--- config.mk ---
export PLATFORM = sky130hd
export DESIGN_NAME = single_wire_sensor_frame_decoder_top
export DESIGN_NICKNAME = d
export VERILOG_FILES = /design/src/rtl/swsfd_pkg.sv /design/src/rtl/swsfd_queue.sv /design/src/rtl/swsfd_front.sv /design/src/rtl/swsfd_back.sv /design/src/rtl/single_wire_sensor_frame_decoder_top.sv
export SDC_FILE = /design/constraint.sdc
export NUM_CORES = 1
export LEC_CHECK = 0
export BUFFER_PORTS_ARGS = -buffer_cell sky130_fd_sc_hd__buf_2
export CORE_MARGIN = 2
export CORE_UTILIZATION = 38
export DETAILED_ROUTE_END_ITERATION = 12
export PLACE_DENSITY = 0.54
export SKIP_CTS_REPAIR_TIMING = 1
export SYNTH_ARGS = -nofsm -noshare
export SYNTH_HDL_FRONTEND = slang
export SYNTH_SLANG_ARGS = --single-unit
--- constraint.sdc ---
create_clock -name clk -period 7.08 [get_ports clk]
set_clock_uncertainty 0.15 [all_clocks]
set_input_delay 1.062 -clock clk [delete_from_list [all_inputs] [get_ports clk]]
set_output_delay 1.062 -clock clk [all_outputs]
set_load 0.005 [all_outputs]
--- src/rtl/swsfd_pkg.sv ---
// Shared types and constants for the single-wire sensor frame decoder.
package swsfd_pkg;

    localparam int unsigned FRAME_LEN       = 40;
    localparam int unsigned BIT_IDX_W       = 6;
    localparam int unsigned INTERVAL_W      = 14;
    localparam int unsigned THRESH_W        = 8;
    localparam logic [THRESH_W-1:0] THRESH_RESET = 8'd47;

    // x / 10 == (x * 52429) >> 19 for every 16-bit x.
    localparam logic [15:0] RECIP_10    = 16'd52429;
    localparam int unsigned RECIP_SHIFT = 19;

    localparam int unsigned MID_DEPTH_DEF = 4;
    localparam int unsigned OUT_DEPTH_DEF = 4;

    typedef enum logic [2:0] {
        PH_IDLE        = 3'd0,
        PH_SENSOR_LOW  = 3'd1,
        PH_SENSOR_HIGH = 3'd2,
        PH_BIT_LOW     = 3'd3,
        PH_BIT_HIGH    = 3'd4,
        PH_ENDED       = 3'd5
    } phase_t;

    localparam logic KIND_EDGE    = 1'b0;
    localparam logic KIND_RESTART = 1'b1;

    // Work handed from the front to the back for one request.
    typedef struct packed {
        logic                 frame;
        logic [FRAME_LEN-1:0] bits;
    } op_t;

    typedef struct packed {
        logic       frame_done;
        logic       checksum_ok;
        logic [7:0] temperature_div10;
        logic [7:0] humidity_div10;
    } result_t;

endpackage

--- src/rtl/swsfd_queue.sv ---
// Small register-based FIFO used between the front, the back and the result ports.
module swsfd_queue #(
    parameter int unsigned DEPTH = 4,
    parameter int unsigned WIDTH = 8
) (
    input  logic                       clk,
    input  logic                       rst_n,
    input  logic                       push,
    input  logic [WIDTH-1:0]           wdata,
    input  logic                       pop,
    output logic [WIDTH-1:0]           rdata,
    output logic                       full,
    output logic                       empty,
    output logic [$clog2(DEPTH+1)-1:0] count
);

    localparam int unsigned AW = $clog2(DEPTH);
    localparam int unsigned CW = $clog2(DEPTH + 1);
    localparam logic [AW-1:0] LAST_IDX = AW'(DEPTH - 1);
    localparam logic [CW-1:0] FULL_CNT = CW'(DEPTH);

    logic [WIDTH-1:0] mem_reg [DEPTH];
    logic [AW-1:0]    wr_ptr_reg, wr_ptr_next;
    logic [AW-1:0]    rd_ptr_reg, rd_ptr_next;
    logic [CW-1:0]    count_reg, count_next;

    always_ff @(posedge clk)
    begin
        if (push)
        begin
            mem_reg[wr_ptr_reg] <= wdata;
        end
    end

    always_comb
    begin
        wr_ptr_next = wr_ptr_reg;
        rd_ptr_next = rd_ptr_reg;
        count_next  = count_reg;
        if (push)
        begin
            wr_ptr_next = (wr_ptr_reg == LAST_IDX) ? '0 : wr_ptr_reg + AW'(1);
        end
        if (pop)
        begin
            rd_ptr_next = (rd_ptr_reg == LAST_IDX) ? '0 : rd_ptr_reg + AW'(1);
        end
        if (push && !pop)
        begin
            count_next = count_reg + CW'(1);
        end
        else if (pop && !push)
        begin
            count_next = count_reg - CW'(1);
        end
    end

    always_ff @(posedge clk or negedge rst_n)
    begin
        if (!rst_n)
        begin
            wr_ptr_reg <= '0;
            rd_ptr_reg <= '0;
            count_reg  <= '0;
        end
        else
        begin
            wr_ptr_reg <= wr_ptr_next;
            rd_ptr_reg <= rd_ptr_next;
            count_reg  <= count_next;
        end
    end

    assign rdata = mem_reg[rd_ptr_reg];
    assign full  = (count_reg == FULL_CNT);
    assign empty = (count_reg == '0);
    assign count = count_reg;

    a_no_overflow: assert property (@(posedge clk) disable iff (!rst_n) push |-> (!full || pop))
        else $error("queue written while full");
    a_no_underflow: assert property (@(posedge clk) disable iff (!rst_n) pop |-> !empty)
        else $error("queue read while empty");
    a_count_bound: assert property (@(posedge clk) disable iff (!rst_n) count_reg <= FULL_CNT)
        else $error("queue count out of range");

endmodule

--- src/rtl/swsfd_front.sv ---
// Front end: edge-driven phase machine that collects frame bits and issues one op per request.
module swsfd_front (
    input  logic                                clk,
    input  logic                                rst_n,
    input  logic                                cfg_we,
    input  logic [swsfd_pkg::THRESH_W-1:0]      cfg_wdata,
    input  logic                                accept,
    input  logic                                kind,
    input  logic [swsfd_pkg::INTERVAL_W-1:0]    interval_us,
    input  logic                                line_level,
    output swsfd_pkg::op_t                      op
);

    import swsfd_pkg::*;

    localparam logic [BIT_IDX_W-1:0] LAST_BIT = BIT_IDX_W'(FRAME_LEN - 1);

    phase_t                phase_reg, phase_next;
    logic [BIT_IDX_W-1:0]  bit_index_reg, bit_index_next;
    logic [FRAME_LEN-1:0]  frame_bits_reg, frame_bits_next;
    logic [THRESH_W-1:0]   threshold_reg;
    logic [BIT_IDX_W-1:0]  bit_pos;
    logic                  bit_val;

    always_ff @(posedge clk or negedge rst_n)
    begin
        if (!rst_n)
        begin
            threshold_reg <= THRESH_RESET;
        end
        else if (cfg_we)
        begin
            threshold_reg <= cfg_wdata;
        end
    end

    // The first received bit lands in the most significant position.
    assign bit_pos = LAST_BIT - bit_index_reg;
    assign bit_val = (interval_us >= {{(INTERVAL_W-THRESH_W){1'b0}}, threshold_reg});

    always_comb
    begin
        phase_next      = phase_reg;
        bit_index_next  = bit_index_reg;
        frame_bits_next = frame_bits_reg;
        op.frame        = 1'b0;
        op.bits         = frame_bits_reg;
        if (kind == KIND_RESTART)
        begin
            phase_next = PH_IDLE;
        end
        else
        begin
            case (phase_reg)
                PH_IDLE:
                begin
                    if (!line_level)
                    begin
                        phase_next = PH_SENSOR_LOW;
                    end
                end
                PH_SENSOR_LOW:  phase_next = PH_SENSOR_HIGH;
                PH_SENSOR_HIGH: phase_next = PH_BIT_LOW;
                PH_BIT_LOW:     phase_next = PH_BIT_HIGH;
                PH_BIT_HIGH:
                begin
                    frame_bits_next[bit_pos] = bit_val;
                    op.bits = frame_bits_next;
                    if (bit_index_reg == LAST_BIT)
                    begin
                        bit_index_next = '0;
                        phase_next     = PH_ENDED;
                        op.frame       = 1'b1;
                    end
                    else
                    begin
                        bit_index_next = bit_index_reg + BIT_IDX_W'(1);
                        phase_next     = PH_BIT_LOW;
                    end
                end
                default: phase_next = phase_reg;
            endcase
        end
    end

    always_ff @(posedge clk or negedge rst_n)
    begin
        if (!rst_n)
        begin
            phase_reg      <= PH_IDLE;
            bit_index_reg  <= '0;
            frame_bits_reg <= '0;
        end
        else if (accept)
        begin
            phase_reg      <= phase_next;
            bit_index_reg  <= bit_index_next;
            frame_bits_reg <= frame_bits_next;
        end
    end

    a_index_range: assert property (@(posedge clk) disable iff (!rst_n)
        bit_index_reg <= LAST_BIT)
        else $error("bit index past end of frame");
    a_frame_ends: assert property (@(posedge clk) disable iff (!rst_n)
        (accept && op.frame) |=> (phase_reg == PH_ENDED && bit_index_reg == '0))
        else $error("frame op issued without ending the frame");
    a_ended_holds: assert property (@(posedge clk) disable iff (!rst_n)
        (accept && phase_reg == PH_ENDED && kind == KIND_EDGE) |=> phase_reg == PH_ENDED)
        else $error("edge left the ended phase");

endmodule

--- src/rtl/swsfd_back.sv ---
// Back end: checks and scales completed frames and forms one result per op.
module swsfd_back #(
    parameter int unsigned OUT_DEPTH = swsfd_pkg::OUT_DEPTH_DEF
) (
    input  logic                           clk,
    input  logic                           rst_n,
    input  logic                           op_avail,
    input  swsfd_pkg::op_t                 op,
    output logic                           op_take,
    input  logic [$clog2(OUT_DEPTH+1)-1:0] out_count,
    output logic                           res_push,
    output swsfd_pkg::result_t             res
);

    import swsfd_pkg::*;

    localparam int unsigned OCW = $clog2(OUT_DEPTH + 1);
    localparam logic [OCW:0] OUT_LIMIT = (OCW+1)'(OUT_DEPTH);

    logic        s1_valid_reg;
    logic        s1_frame_reg;
    logic        s1_ok_reg;
    logic [31:0] s1_hum_prod_reg;
    logic [31:0] s1_tmp_prod_reg;
    logic [7:0]  last_temperature_reg, last_temperature_next;
    logic [7:0]  last_humidity_reg, last_humidity_next;
    logic [OCW:0] inflight;
    logic [7:0]  byte_sum;
    logic [15:0] hum_word;
    logic [15:0] tmp_word;

    // Only take an op when the result queue is sure to have room for it.
    assign inflight = {1'b0, out_count} + {{OCW{1'b0}}, s1_valid_reg};
    assign op_take  = op_avail && (inflight < OUT_LIMIT);

    assign hum_word = op.bits[39:24];
    assign tmp_word = op.bits[23:8];
    assign byte_sum = op.bits[39:32] + op.bits[31:24] + op.bits[23:16] + op.bits[15:8];

    always_ff @(posedge clk)
    begin
        if (op_take)
        begin
            s1_frame_reg    <= op.frame;
            s1_ok_reg       <= (byte_sum == op.bits[7:0]);
            s1_hum_prod_reg <= hum_word * RECIP_10;
            s1_tmp_prod_reg <= tmp_word * RECIP_10;
        end
    end

    always_comb
    begin
        last_temperature_next = last_temperature_reg;
        last_humidity_next    = last_humidity_reg;
        if (s1_valid_reg && s1_frame_reg)
        begin
            if (s1_ok_reg)
            begin
                last_temperature_next = s1_tmp_prod_reg[RECIP_SHIFT+7:RECIP_SHIFT];
                last_humidity_next    = s1_hum_prod_reg[RECIP_SHIFT+7:RECIP_SHIFT];
            end
            else
            begin
                last_temperature_next = '0;
                last_humidity_next    = '0;
            end
        end
    end

    always_ff @(posedge clk or negedge rst_n)
    begin
        if (!rst_n)
        begin
            s1_valid_reg         <= 1'b0;
            last_temperature_reg <= '0;
            last_humidity_reg    <= '0;
        end
        else
        begin
            s1_valid_reg         <= op_take;
            last_temperature_reg <= last_temperature_next;
            last_humidity_reg    <= last_humidity_next;
        end
    end

    assign res_push              = s1_valid_reg;
    assign res.frame_done        = s1_frame_reg;
    assign res.checksum_ok       = s1_frame_reg && s1_ok_reg;
    assign res.temperature_div10 = last_temperature_next;
    assign res.humidity_div10    = last_humidity_next;

    a_room_for_result: assert property (@(posedge clk) disable iff (!rst_n)
        s1_valid_reg |-> ({1'b0, out_count} < OUT_LIMIT))
        else $error("result produced with no room in result queue");
    a_fail_clears: assert property (@(posedge clk) disable iff (!rst_n)
        (res_push && res.frame_done && !res.checksum_ok) |=>
        (last_temperature_reg == '0 && last_humidity_reg == '0))
        else $error("failed frame did not clear stored values");
    a_plain_keeps: assert property (@(posedge clk) disable iff (!rst_n)
        (res_push && !res.frame_done) |=> $stable(last_humidity_reg))
        else $error("stored humidity changed without a frame");

endmodule

--- src/rtl/single_wire_sensor_frame_decoder_top.sv ---
// Top level of the single-wire sensor frame decoder.
//
//  Channel   Direction  Handshake            Payload
//  input     in         push / full          kind, interval_us, line_level
//  result    out        empty / pop          frame_done, checksum_ok,
//                                            temperature_div10, humidity_div10
//  config    in         cfg_we (no stall)    cfg_wdata = bit threshold
//
// One request is accepted per clock while the op queue has room; each yields one result.
// An accepted request passes through the op queue, the back's stage-1 registers and the result queue.
// The front phase machine steps once per accepted request; the back takes one op per clock
// while the result queue has room, so a stalled pop backs up into full.
// Reset clears phase, bit count, frame bits and stored readings, and sets the threshold to 47.
module single_wire_sensor_frame_decoder_top #(
    parameter int unsigned MID_DEPTH = swsfd_pkg::MID_DEPTH_DEF,
    parameter int unsigned OUT_DEPTH = swsfd_pkg::OUT_DEPTH_DEF
) (
    input  logic                             clk,
    input  logic                             rst_n,
    input  logic                             cfg_we,
    input  logic [swsfd_pkg::THRESH_W-1:0]   cfg_wdata,
    input  logic                             push,
    output logic                             full,
    input  logic                             kind,
    input  logic [swsfd_pkg::INTERVAL_W-1:0] interval_us,
    input  logic                             line_level,
    output logic                             empty,
    input  logic                             pop,
    output logic                             frame_done,
    output logic                             checksum_ok,
    output logic [7:0]                       temperature_div10,
    output logic [7:0]                       humidity_div10
);

    import swsfd_pkg::*;

    logic    accept;
    op_t     front_op;
    op_t     back_op;
    logic    mid_full;
    logic    mid_empty;
    logic [$clog2(MID_DEPTH+1)-1:0] mid_count;
    logic    op_take;
    logic [$clog2(OUT_DEPTH+1)-1:0] out_count;
    logic    res_push;
    result_t res_in;
    result_t res_out;
    logic    out_full;
    logic    out_empty;
    logic    out_pop;

    assign accept  = push && !mid_full;
    assign full    = mid_full;
    assign out_pop = pop && !out_empty;

    swsfd_front u_front (
        .clk         (clk),
        .rst_n       (rst_n),
        .cfg_we      (cfg_we),
        .cfg_wdata   (cfg_wdata),
        .accept      (accept),
        .kind        (kind),
        .interval_us (interval_us),
        .line_level  (line_level),
        .op          (front_op)
    );

    swsfd_queue #(
        .DEPTH (MID_DEPTH),
        .WIDTH ($bits(op_t))
    ) u_op_queue (
        .clk   (clk),
        .rst_n (rst_n),
        .push  (accept),
        .wdata (front_op),
        .pop   (op_take),
        .rdata (back_op),
        .full  (mid_full),
        .empty (mid_empty),
        .count (mid_count)
    );

    swsfd_back #(
        .OUT_DEPTH (OUT_DEPTH)
    ) u_back (
        .clk       (clk),
        .rst_n     (rst_n),
        .op_avail  (!mid_empty),
        .op        (back_op),
        .op_take   (op_take),
        .out_count (out_count),
        .res_push  (res_push),
        .res       (res_in)
    );

    swsfd_queue #(
        .DEPTH (OUT_DEPTH),
        .WIDTH ($bits(result_t))
    ) u_res_queue (
        .clk   (clk),
        .rst_n (rst_n),
        .push  (res_push),
        .wdata (res_in),
        .pop   (out_pop),
        .rdata (res_out),
        .full  (out_full),
        .empty (out_empty),
        .count (out_count)
    );

    assign empty             = out_empty;
    assign frame_done        = res_out.frame_done;
    assign checksum_ok       = res_out.checksum_ok;
    assign temperature_div10 = res_out.temperature_div10;
    assign humidity_div10    = res_out.humidity_div10;

    a_op_count_bound: assert property (@(posedge clk) disable iff (!rst_n)
        mid_count <= ($clog2(MID_DEPTH+1))'(MID_DEPTH))
        else $error("op queue count out of range");
    a_res_never_full_push: assert property (@(posedge clk) disable iff (!rst_n)
        res_push |-> !out_full)
        else $error("result pushed into full result queue");
    a_take_needs_op: assert property (@(posedge clk) disable iff (!rst_n)
        op_take |-> !mid_empty)
        else $error("back took an op from an empty queue");

endmodule
Yosys cells after proc, flatten, opt, wreduce, memory -nomap -nowiden:

Memory sizes are Yosys's and may differ from the RTL's.
Index checks and enable logic that the tools add are counted.

* $add $sub $neg: 14
* multipliers: 2
* order comparisons: 4
* equal/unequal tests: 12
* muxes and demuxes: 27
* bitwise gates (word level): 1
* reduce and logical (&&, ||, !) cells: 25

Operators by type and width (number)
* $mux 41: 2
* $mul 16x16->27 const B: 2
* $bwmux 40: 1
* $mux 8: 4
* $add 8x8->8: 3
* $mux 3: 7
* $pmux 3 s5: 1
* $ge 14x8->1: 1
* $logic_and 1x1->1: 10
* $logic_not 3->1: 3
* $add 2x1->2 const B: 4
* $eq 2x2->1 const B: 4
* $eq 8x8->1: 1
* $mux 2: 4
* $logic_not 1->1: 7
* $lt 6x7->1 const B: 1
* $add 3x1->3 const B: 2
* $add 6x1->6 const B: 1
* $demux 1 s6: 1
* $eq 3x2->1 const B: 2
* $eq 3x3->1 const B: 2
* $eq 6x6->1 const B: 1
* $ge 6x1->1 const B: 1
* $mux 1: 6
* 11 further kinds: 14

* bits in registers: 144
* memory bits (writable): 236
* input bits: 29
* output and inout bits: 20
* word-level logic and storage cells: 104
* memories kept: 2

Memory list
* u_op_queue.mem_reg: depth 4, width 41, read ports 1, clocked after memory_dff 0, wr ports 1, line swsfd_queue.sv:22 `logic [WIDTH-1:0] mem_reg [DEPTH];`
* u_res_queue.mem_reg: depth 4, width 18, read ports 1, clocked after memory_dff 0, wr ports 1, line swsfd_queue.sv:22

Logic depth before layout (Yosys ltp):

Gate-level depths: netlist of run 1.

* word-level depth: 8
* depth in mapped cells: 25
* mapped depth without buffers: 21

Hierarchy:

A second synthesis of run 1 with hierarchy kept.

* cells, all modules: 1769
* area total of the unflattened synthesis: 23023.3 um^2

Modules (own cells, without submodules)
* swsfd_back: times used 1, cells an instance 961, area an instance 9748.1 um^2, seq. area each 965.9 um^2
* swsfd_queue (u_op_queue): times used 1, cells an instance 252, area an instance 6386.1 um^2, seq. area each 5099.9 um^2
* swsfd_front: times used 1, cells an instance 423, area an instance 3843.7 um^2, seq. area each 1432.6 um^2
* swsfd_queue (u_res_queue): times used 1, cells an instance 130, area an instance 3014.1 um^2, seq. area each 2337.2 um^2
* single_wire_sensor_frame_decoder_top: times used 1, cells an instance 3, area an instance 31.3 um^2, seq. area each 0.0 um^2

Worst setup path before layout of run 1:

OpenSTA, ideal clock, no wires.

* path type: register to register
* start: register u_op_queue.rd_ptr_reg[0]
* end: register u_back.s1_hum_prod_reg[26] (data pin)
* library setup time: 0.260 ns
* arrival time: 7.111 ns
* required time: 6.670 ns
* slack: -0.441 ns
* cell stages (with the launch flop): 24
* path buffers: 4
* period minus slack after synthesis: 7.521 ns
* cells stage by stage: dfrtp_1 buf_6 buf_2 buf_2 buf_1 mux4_2 ha_1 inv_1 fa_1 inv_1 fa_1 fa_1 fa_1 inv_1 fa_1 inv_1 ha_1 and4_1 and3_1 a221oi_2 a31oi_4 a221oi_4 o21bai_2 xnor2_1

* word-level cells in the longest chain between the ends: 2

RTL lines
* start: declaration: line swsfd_queue.sv:24 `logic [AW-1:0] rd_ptr_reg, rd_ptr_next;`
* start signal: assignment: line swsfd_queue.sv:69 `rd_ptr_reg <= rd_ptr_next;`
* $mem_v2 4x41
* $mul 16x16->27: line swsfd_back.sv:46 `s1_hum_prod_reg <= hum_word * RECIP_10;`
* end signal: assignment: line swsfd_back.sv:46
* end: declaration: line swsfd_back.sv:23 `logic [31:0] s1_hum_prod_reg;`

No other way between the ends.
A chain may end at the register's enable or synchronous reset.

Worst setup path in the final report of run 1:

Ends and elaborated chain as after synthesis.

==> impl_summary.md, run 1 <==
Synth
Synthesis produced a netlist whose cell count is 1691. Yosys attributes the largest share of cell area to edfxtp_1, fa_1, ha_1. In this run, synthesis produced a sequential element count of 342. The part of the Yosys area used for sequential elements is 43.6%. The leading register cell type out of synthesis is edfxtp_1. Summing every instance area after synthesis gives 22500 um2. Synthesis instantiated 56 different standard cells from the library. A synthesized cell averages 13.3 um2. The area share of the largest cell type after synthesis is 33.8%.

Yosys mapped a number of flops with a built-in enable equal to 254. Counting every net in the synthesized netlist gives 2127. The biggest area contributor in the post-synthesis netlist is edfxtp_1.

The Yosys step of the flow raised 0 warnings. The fraction of registers with async set or reset after synthesis is 25.7%.

GRT
Global routing finished with a remaining overflow of 0. The aggregate global-route resource usage is 16.4%. The pin count of the biggest net entering global routing is 81. The via count of the first global-routing pass was 13500.

The initial antenna violation count came to 0. The first global-routing pass estimated 76500 um of wire.

Critical path
The startpoint class of the critical path is a flip-flop. Data arrives at the worst endpoint at 6890 ps. The highest fanout seen on the critical path is 12. For the worst setup path, the data required time is 7220 ps.

The critical path is of the flip-flop to flip-flop type. The category of the worst setup path capture point is a flip-flop.

CTS
Clock tree synthesis inserted a total of 36 buffers. The H-tree depth is 2. After clock tree synthesis, the clock-pin slew on the worst setup and hold paths is 60 ps.

The clock passes through at most 3 buffers. The clock tree from TritonCTS is built. The cell sitting at the root of the clock tree is a clkbuf_16. The tree built by TritonCTS fans out to 342 sinks. Clock latency on the worst-skew pair, taken at its later pin, is 550 ps.

Place
Summed over all nets, the half-perimeter wirelength after detailed placement is 37700 um. The routability congestion estimate from global placement is 0.866. The placed cell count is 2505. During placement, the flow inserted port buffers numbering 48.

Die
The standard cell core area is 58800 um2. The I/O pin count is 49. The starting density of the core is 38.3%. Measured along the y axis, the die boundary spans 248 um.

In this run the horizontal extent of the chip is 248 um. The floorplan step defined a die boundary enclosing 61300 um2. The floorplan row count is 89.

Job
The tool flagged a number of max-cap violations equal to 0.

Cells and area
The number of nets in the layout is 2214. The number of antenna diodes in the final layout is 0. The post-route netlist has 16.7% of its cells at a drive strength greater than 1. The register cell area after layout is 9840 um2. The register with the most flip-flops in the layout has 164 of them. The most common cell after layout, fill and taps aside is inv_1. The area added between synthesis and finish is 11.1%. Excluding fillers, the count of instances in the completed layout stands at 2578. The multi-input combinational cells in the finished layout cover a total of 11400 um2. The library cells used most frequently in the layout, excluding fill and tap cells, are inv_1, edfxtp_1, ha_1. The layout has 5439 filler cells.

Routing
The total iterations of the first detailed-routing run is 5. In the routed layout, each cell is associated on average with a via count of 4.87. Summed over all layers, the routed wires come to 48500 um. The residual antenna-violating net count after detailed routing is 0. After detailed routing, the number of remaining DRC violations is 0. In the final routed layout, each cell accounts on average for 18.8 um. The number of violations reported at the end of detailed-routing iteration 0 is 593. The final route contains 12600 vias.

STA
The clock period could shrink to 6750 ps. Setup repair after global routing left no endpoint under its margin. Setup total negative slack on the finished layout was measured at 0 ps. For the pin with the worst max-slew slack, the measured transition is 1190 ps. The count of final hold-check violations is 0.

The upper clock frequency limit is 0.148 GHz. Setup violations remaining at the end of the flow were counted as 0. In the finished design, the share of the clock period the worst path needs comes to 95.3%. The relative slew slack is 19.9%.

The final-report max-slew violation count was 0.

Run status
The flow ran to the end, and the final reports show no timing, DRC or antenna violations.

Min path
The worst min-delay path class is flip-flop to flip-flop.
-- logic make-up after synthesis --
kind of cell	count (synthesis)	synth area share [%]
fa+ha+maj	407	28.2
xor+xnor	66	2.56
compound gates	148	4.62
mux	149	10.5
flops	342	43.6
simple gates	222	4.47
buf+inv	357	5.99
-- final timing paths --
path                                          startpoint                    endpoint  slack (ps)  depth (start not counted)
worst min register to register       u_op_queue.count[2]         u_op_queue.count[2]         350                          1
worst max-delay path            u_op_queue.rd_ptr_reg[0]  u_back.s1_hum_prod_reg[26]         330                         20
max in group asynchronous                          rst_n    u_op_queue.rd_ptr_reg[0]        5220                          2
min in group asynchronous                          rst_n  u_front.frame_bits_reg[12]         360                          1
worst max register to register  u_op_queue.rd_ptr_reg[0]  u_back.s1_hum_prod_reg[26]         330                         20
worst min-delay path                 u_op_queue.count[2]         u_op_queue.count[2]         350                          1
-- worst max-delay path, cell delays in order, from the launching register on --
cell	delay, ps
dfrtp_4	540
buf_12	140
mux4_2	520
ha_1	350
inv_1	80
fa_1	530
inv_1	50
fa_1	540
fa_1	530
fa_1	550
inv_1	60
fa_1	530
inv_1	40
ha_1	330
and4_1	230
and3_1	200
a221oi_2	370
a31oi_4	180
a221oi_4	350
o21bai_2	90
xnor2_1	120
-- metrics by stage --
step                worst slack [ps]  utilization, %  hold slack [ps]  cell area (um2)
detailed placement               142            40.6              341            23900
CTS                             97.2            42.5              351            25000
global placement                 218            40.6              335            23900
floorplan                       57.3               -              306            22600
finish                           333            42.6              350            25000
global route                    63.5            42.6              358            25000
-- layer usage --
metal	track usage [%]	vias to the layer above	wire, um
li1	-	5982	-
met1	21.6	6333	22200
met2	28.6	195	24100
met3	2.30	46	1550
met4	3.58	0	768
met5	0	-	0
-- final cells by class --
class	instances	share of cell area [%]
multi-input cells	992	45.4
flip-flops and latches	342	39.3
inverters	320	4.80
clock buffers	46	3.87
well taps	773	3.86
repair buffers	86	2.17
clock inverters	19	0.599
-- cells in the mapped netlist, types with 11 or more instances --
cell	number
inv_1	320
edfxtp_1	254
ha_1	238
fa_1	169
mux2_2	88
nand2_1	86
dfrtp_1	83
nor2_1	67
mux4_2	61
xnor2_1	37
a21oi_1	32
o21ai_0	32
clkbuf_1	31
xor2_1	29
a21o_1	20
a22o_1	17
and3_1	11
Power of run 1 is not shown: default switching activity piles up to over one toggle a cycle in this logic, so the estimate is an artifact.
==> run 2, diff against run 1 <==
--- a/config.mk
+++ b/config.mk
@@ -6,10 +6,12 @@
 export NUM_CORES = 1
 export LEC_CHECK = 0
 export BUFFER_PORTS_ARGS = -buffer_cell sky130_fd_sc_hd__buf_2
+export CAP_MARGIN = 20
 export CORE_MARGIN = 2
 export CORE_UTILIZATION = 38
 export DETAILED_ROUTE_END_ITERATION = 12
 export PLACE_DENSITY = 0.54
+export REMOVE_ABC_BUFFERS = 1
 export SKIP_CTS_REPAIR_TIMING = 1
 export SYNTH_ARGS = -nofsm -noshare
 export SYNTH_HDL_FRONTEND = slang
==> run 2 against run 1 <==
Net effect: via count shrank 0.68%; sequential cell count did not move; non-clock buffer count shrank 8; setup slack improved by 75 ps; die area is the same; maximum frequency is 1.1% higher; sequential share of layout area fell by 0.086 points; hold slack lost 5.2 ps; register-to-register slack gained 80 ps; first-iteration DRC count down 8.8%; final cell count shrank 0.19%; design area increased by 0.22%; critical endpoint is now u_back.s1_tmp_prod_reg[24]; highest routed layer unchanged.
==> impl_summary.md, run 2 (synthesis results as in run 1) <==
Routing
The remaining routing DRC violations came to 0 (unchanged). The number of violations reported at the end of detailed-routing iteration 0 came to 541 (-8.8%). The residual antenna-violating net count after detailed routing is 0 (unchanged). The routed via count is 12500 (-0.68%). The via-per-instance ratio was 4.85 (-0.48%). The detail-routed net length per standard cell is 18.4 um (-2.0%). The total iterations of the first detailed-routing run came to 4 (-1). The total wire length after detailed routing came to 47500 um (-2.2%).

Critical path
The category of the worst setup path capture point is a flip-flop. The beginning of the worst register-to-register path is u_op_queue.rd_ptr_reg[1]. The slack of the worst reg-to-reg path is 410 ps (+80 ps). On the critical path, the stage with the largest delay is an instance of dfrtp_2.

The critical path goes through buf_12 > mux4_2 > ha_1 > inv_1 > fa_1 > inv_1 > fa_1 > fa_1 > fa_1 > inv_1 > fa_1 > inv_1 > ha_1 > nand2_1 > o21ai_0 > a2111o_1 > a21oi_1 > o21a_1 > a21oi_1 > xor2_1. The depth of the most critical reg-to-reg path was 20 (unchanged). The required time of the critical path is 7210 ps (about the same).

The maximum cell stage delay along the critical path is 670 ps (+120 ps). The highest fanout seen on the critical path is 29 (+17). The kind of critical path is flip-flop to flip-flop. The endpoint of the lowest-slack register-to-register path is u_back.s1_tmp_prod_reg[24]. Among the stages of the critical path, the cell type that occurs most often is fa_1. The startpoint class of the critical path is a flip-flop. The arrival time reported for the critical path endpoint is 6800 ps (-90 ps).

Die
The x dimension of the die was 248 um (unchanged). The standard cell core area came to 58800 um2 (unchanged). The die area is 61300 um2 (unchanged).

The starting density of the core is 38.3% (unchanged). The I/O pin count is 49 (unchanged). The floorplan row count is 89 (unchanged). The y dimension of the die is 248 um (unchanged).

CTS
The clock buffer count from CTS was 37 (+2.8%). The clock edge transition at the registers on the reported setup and hold paths is 60 ps (about the same). The H-tree depth is 2 (unchanged). The clock latency at the later pin of the worst-skew pair is 550 ps (about the same). The clock net sink count is 342 (unchanged). The CTS root buffer is clkbuf_16. TritonCTS built the clock tree. The clock tree buffer depth is 3 (unchanged).

Cells and area
The number of diodes is 0 (unchanged). The fraction of final layout cells sized beyond drive strength 1 is 16.3% (-0.40 points). The filler cell count in the final layout is 5439 (unchanged). The flip-flop count of the largest register, all copies and words added is 164 (unchanged).

The final design area excluding fillers came to 25100 um2 (+0.22%). The number of standard cells in the final layout excluding fillers is 2573 (-0.19%). From synthesis to final layout, the design area changed by 11.4%.

In the layout the commonest cells are inv_1, edfxtp_1, ha_1. The most common cell after layout, fill and taps aside is inv_1. The number of nets in the layout is 2207 (-0.32%).

GRT
The first-pass GRT wire length is 76200 um (-0.42%). The pin count of the biggest net entering global routing was 81 (unchanged). The total congestion overflow came to 0 (unchanged). The via count of the first global-routing pass is 13600 (+0.65%). The initial antenna violation count is 0 (unchanged). The aggregate global-route resource usage is 16.3% (-0.099 points).

Min path
The depth of the worst hold-timing path is 1 (unchanged). The min-delay analysis places its worst path in the category flip-flop to flip-flop. The endpoint of the worst hold-timing path is u_op_queue.count[2]. In this run the most critical hold path is launched from u_op_queue.count[2].

Job
The max-cap violation count is 0 (unchanged).

STA
The relative slew slack is 33.1% (+13 points). The total of endpoints with negative setup slack in the final report came to 0 (unchanged). The upper clock frequency limit is 0.150 GHz (+1.1%). The post-route fraction of the period consumed by the critical path is 94.2% (-1.1 points). Setup repair after global routing left no endpoint under its margin. The final-report max-slew violation count is 0 (unchanged). The final-layout worst hold slack came to 345 ps (-5.17 ps).

The shortest period the worst path allows is 6670 ps (-75.2 ps). The count of final hold-check violations is 0 (unchanged). The transition at the pin with the smallest max-transition slack was 1000 ps (-190 ps).

Place
The placed cell count is 2500 (-0.20%). The routability congestion estimate from global placement was 0.875 (+0.97%). The post-detailed-placement half-perimeter wirelength is 36500 um (-3.0%).

The cell area reported after detailed placement is 23800 um2 (about the same). The count of buffers inserted at the top-level ports came to 48 (unchanged).

Run status
The run finished with clean final reports.
run 2: critical path, delay by kind of cell, from the launching register on:
family | cells | cell delay, ps
AO/OA/AOI/OAI | 5 | 1040
multiplexers | 1 | 410
adder cells (fa/ha/maj) | 7 | 3350
XOR/XNOR | 1 | 150
buffers and inverters | 5 | 500
AND/OR/NAND/NOR | 1 | 110
flip-flops | 1 | 670
run 2: final cells by class:
| class | count | area [um2] | share of cell area (%) |
|---|---|---|---|
| Inverter | 320 | 1200 | 4.78 |
| Sequential cell | 342 | 9840 | 39.2 |
| Tap cell | 773 | 967 | 3.85 |
| Multi-Input combinational cell | 992 | 11400 | 45.3 |
| Timing Repair Buffer | 78 | 528 | 2.10 |
| Clock buffer | 53 | 1040 | 4.13 |
| Clock inverter | 15 | 154 | 0.613 |
run 2: worst max-delay path by stage:
stage,startpoint,endpoint,slack [ps],cells past startpoint
final,u_op_queue.rd_ptr_reg[1],u_back.s1_tmp_prod_reg[24],410,20
after global placement,u_op_queue.rd_ptr_reg[0],u_back.s1_tmp_prod_reg[24],340,20
after floorplan,u_op_queue.rd_ptr_reg[0],u_back.s1_hum_prod_reg[26],-750,19
after global routing,u_op_queue.rd_ptr_reg[1],u_back.s1_tmp_prod_reg[24],60,20
after CTS,u_op_queue.rd_ptr_reg[0],u_back.s1_tmp_prod_reg[24],210,20
after detailed placement,u_op_queue.rd_ptr_reg[0],u_back.s1_tmp_prod_reg[24],230,20
run 2: stage by stage:
step                utilization, %  TNS [ps]  worst slack (ps)
floorplan                        -     -6820              -750
global placement              40.5         0               335
detailed placement            40.5         0               234
CTS                           42.6         0               214
global route                  42.7         0              61.8
finish                        42.7         0               409
run 2: layer usage:
layer	vias up	share of wire, %	global-route usage, %	wire, um
met5	-	0	0	0
met4	0	2.7	5.11	1290
met3	67	3.0	2.37	1440
met2	180	48	27.5	22900
met1	6249	46	21.6	21800
li1	5975	-	-	-
Power of run 2 is left out for the same reason.
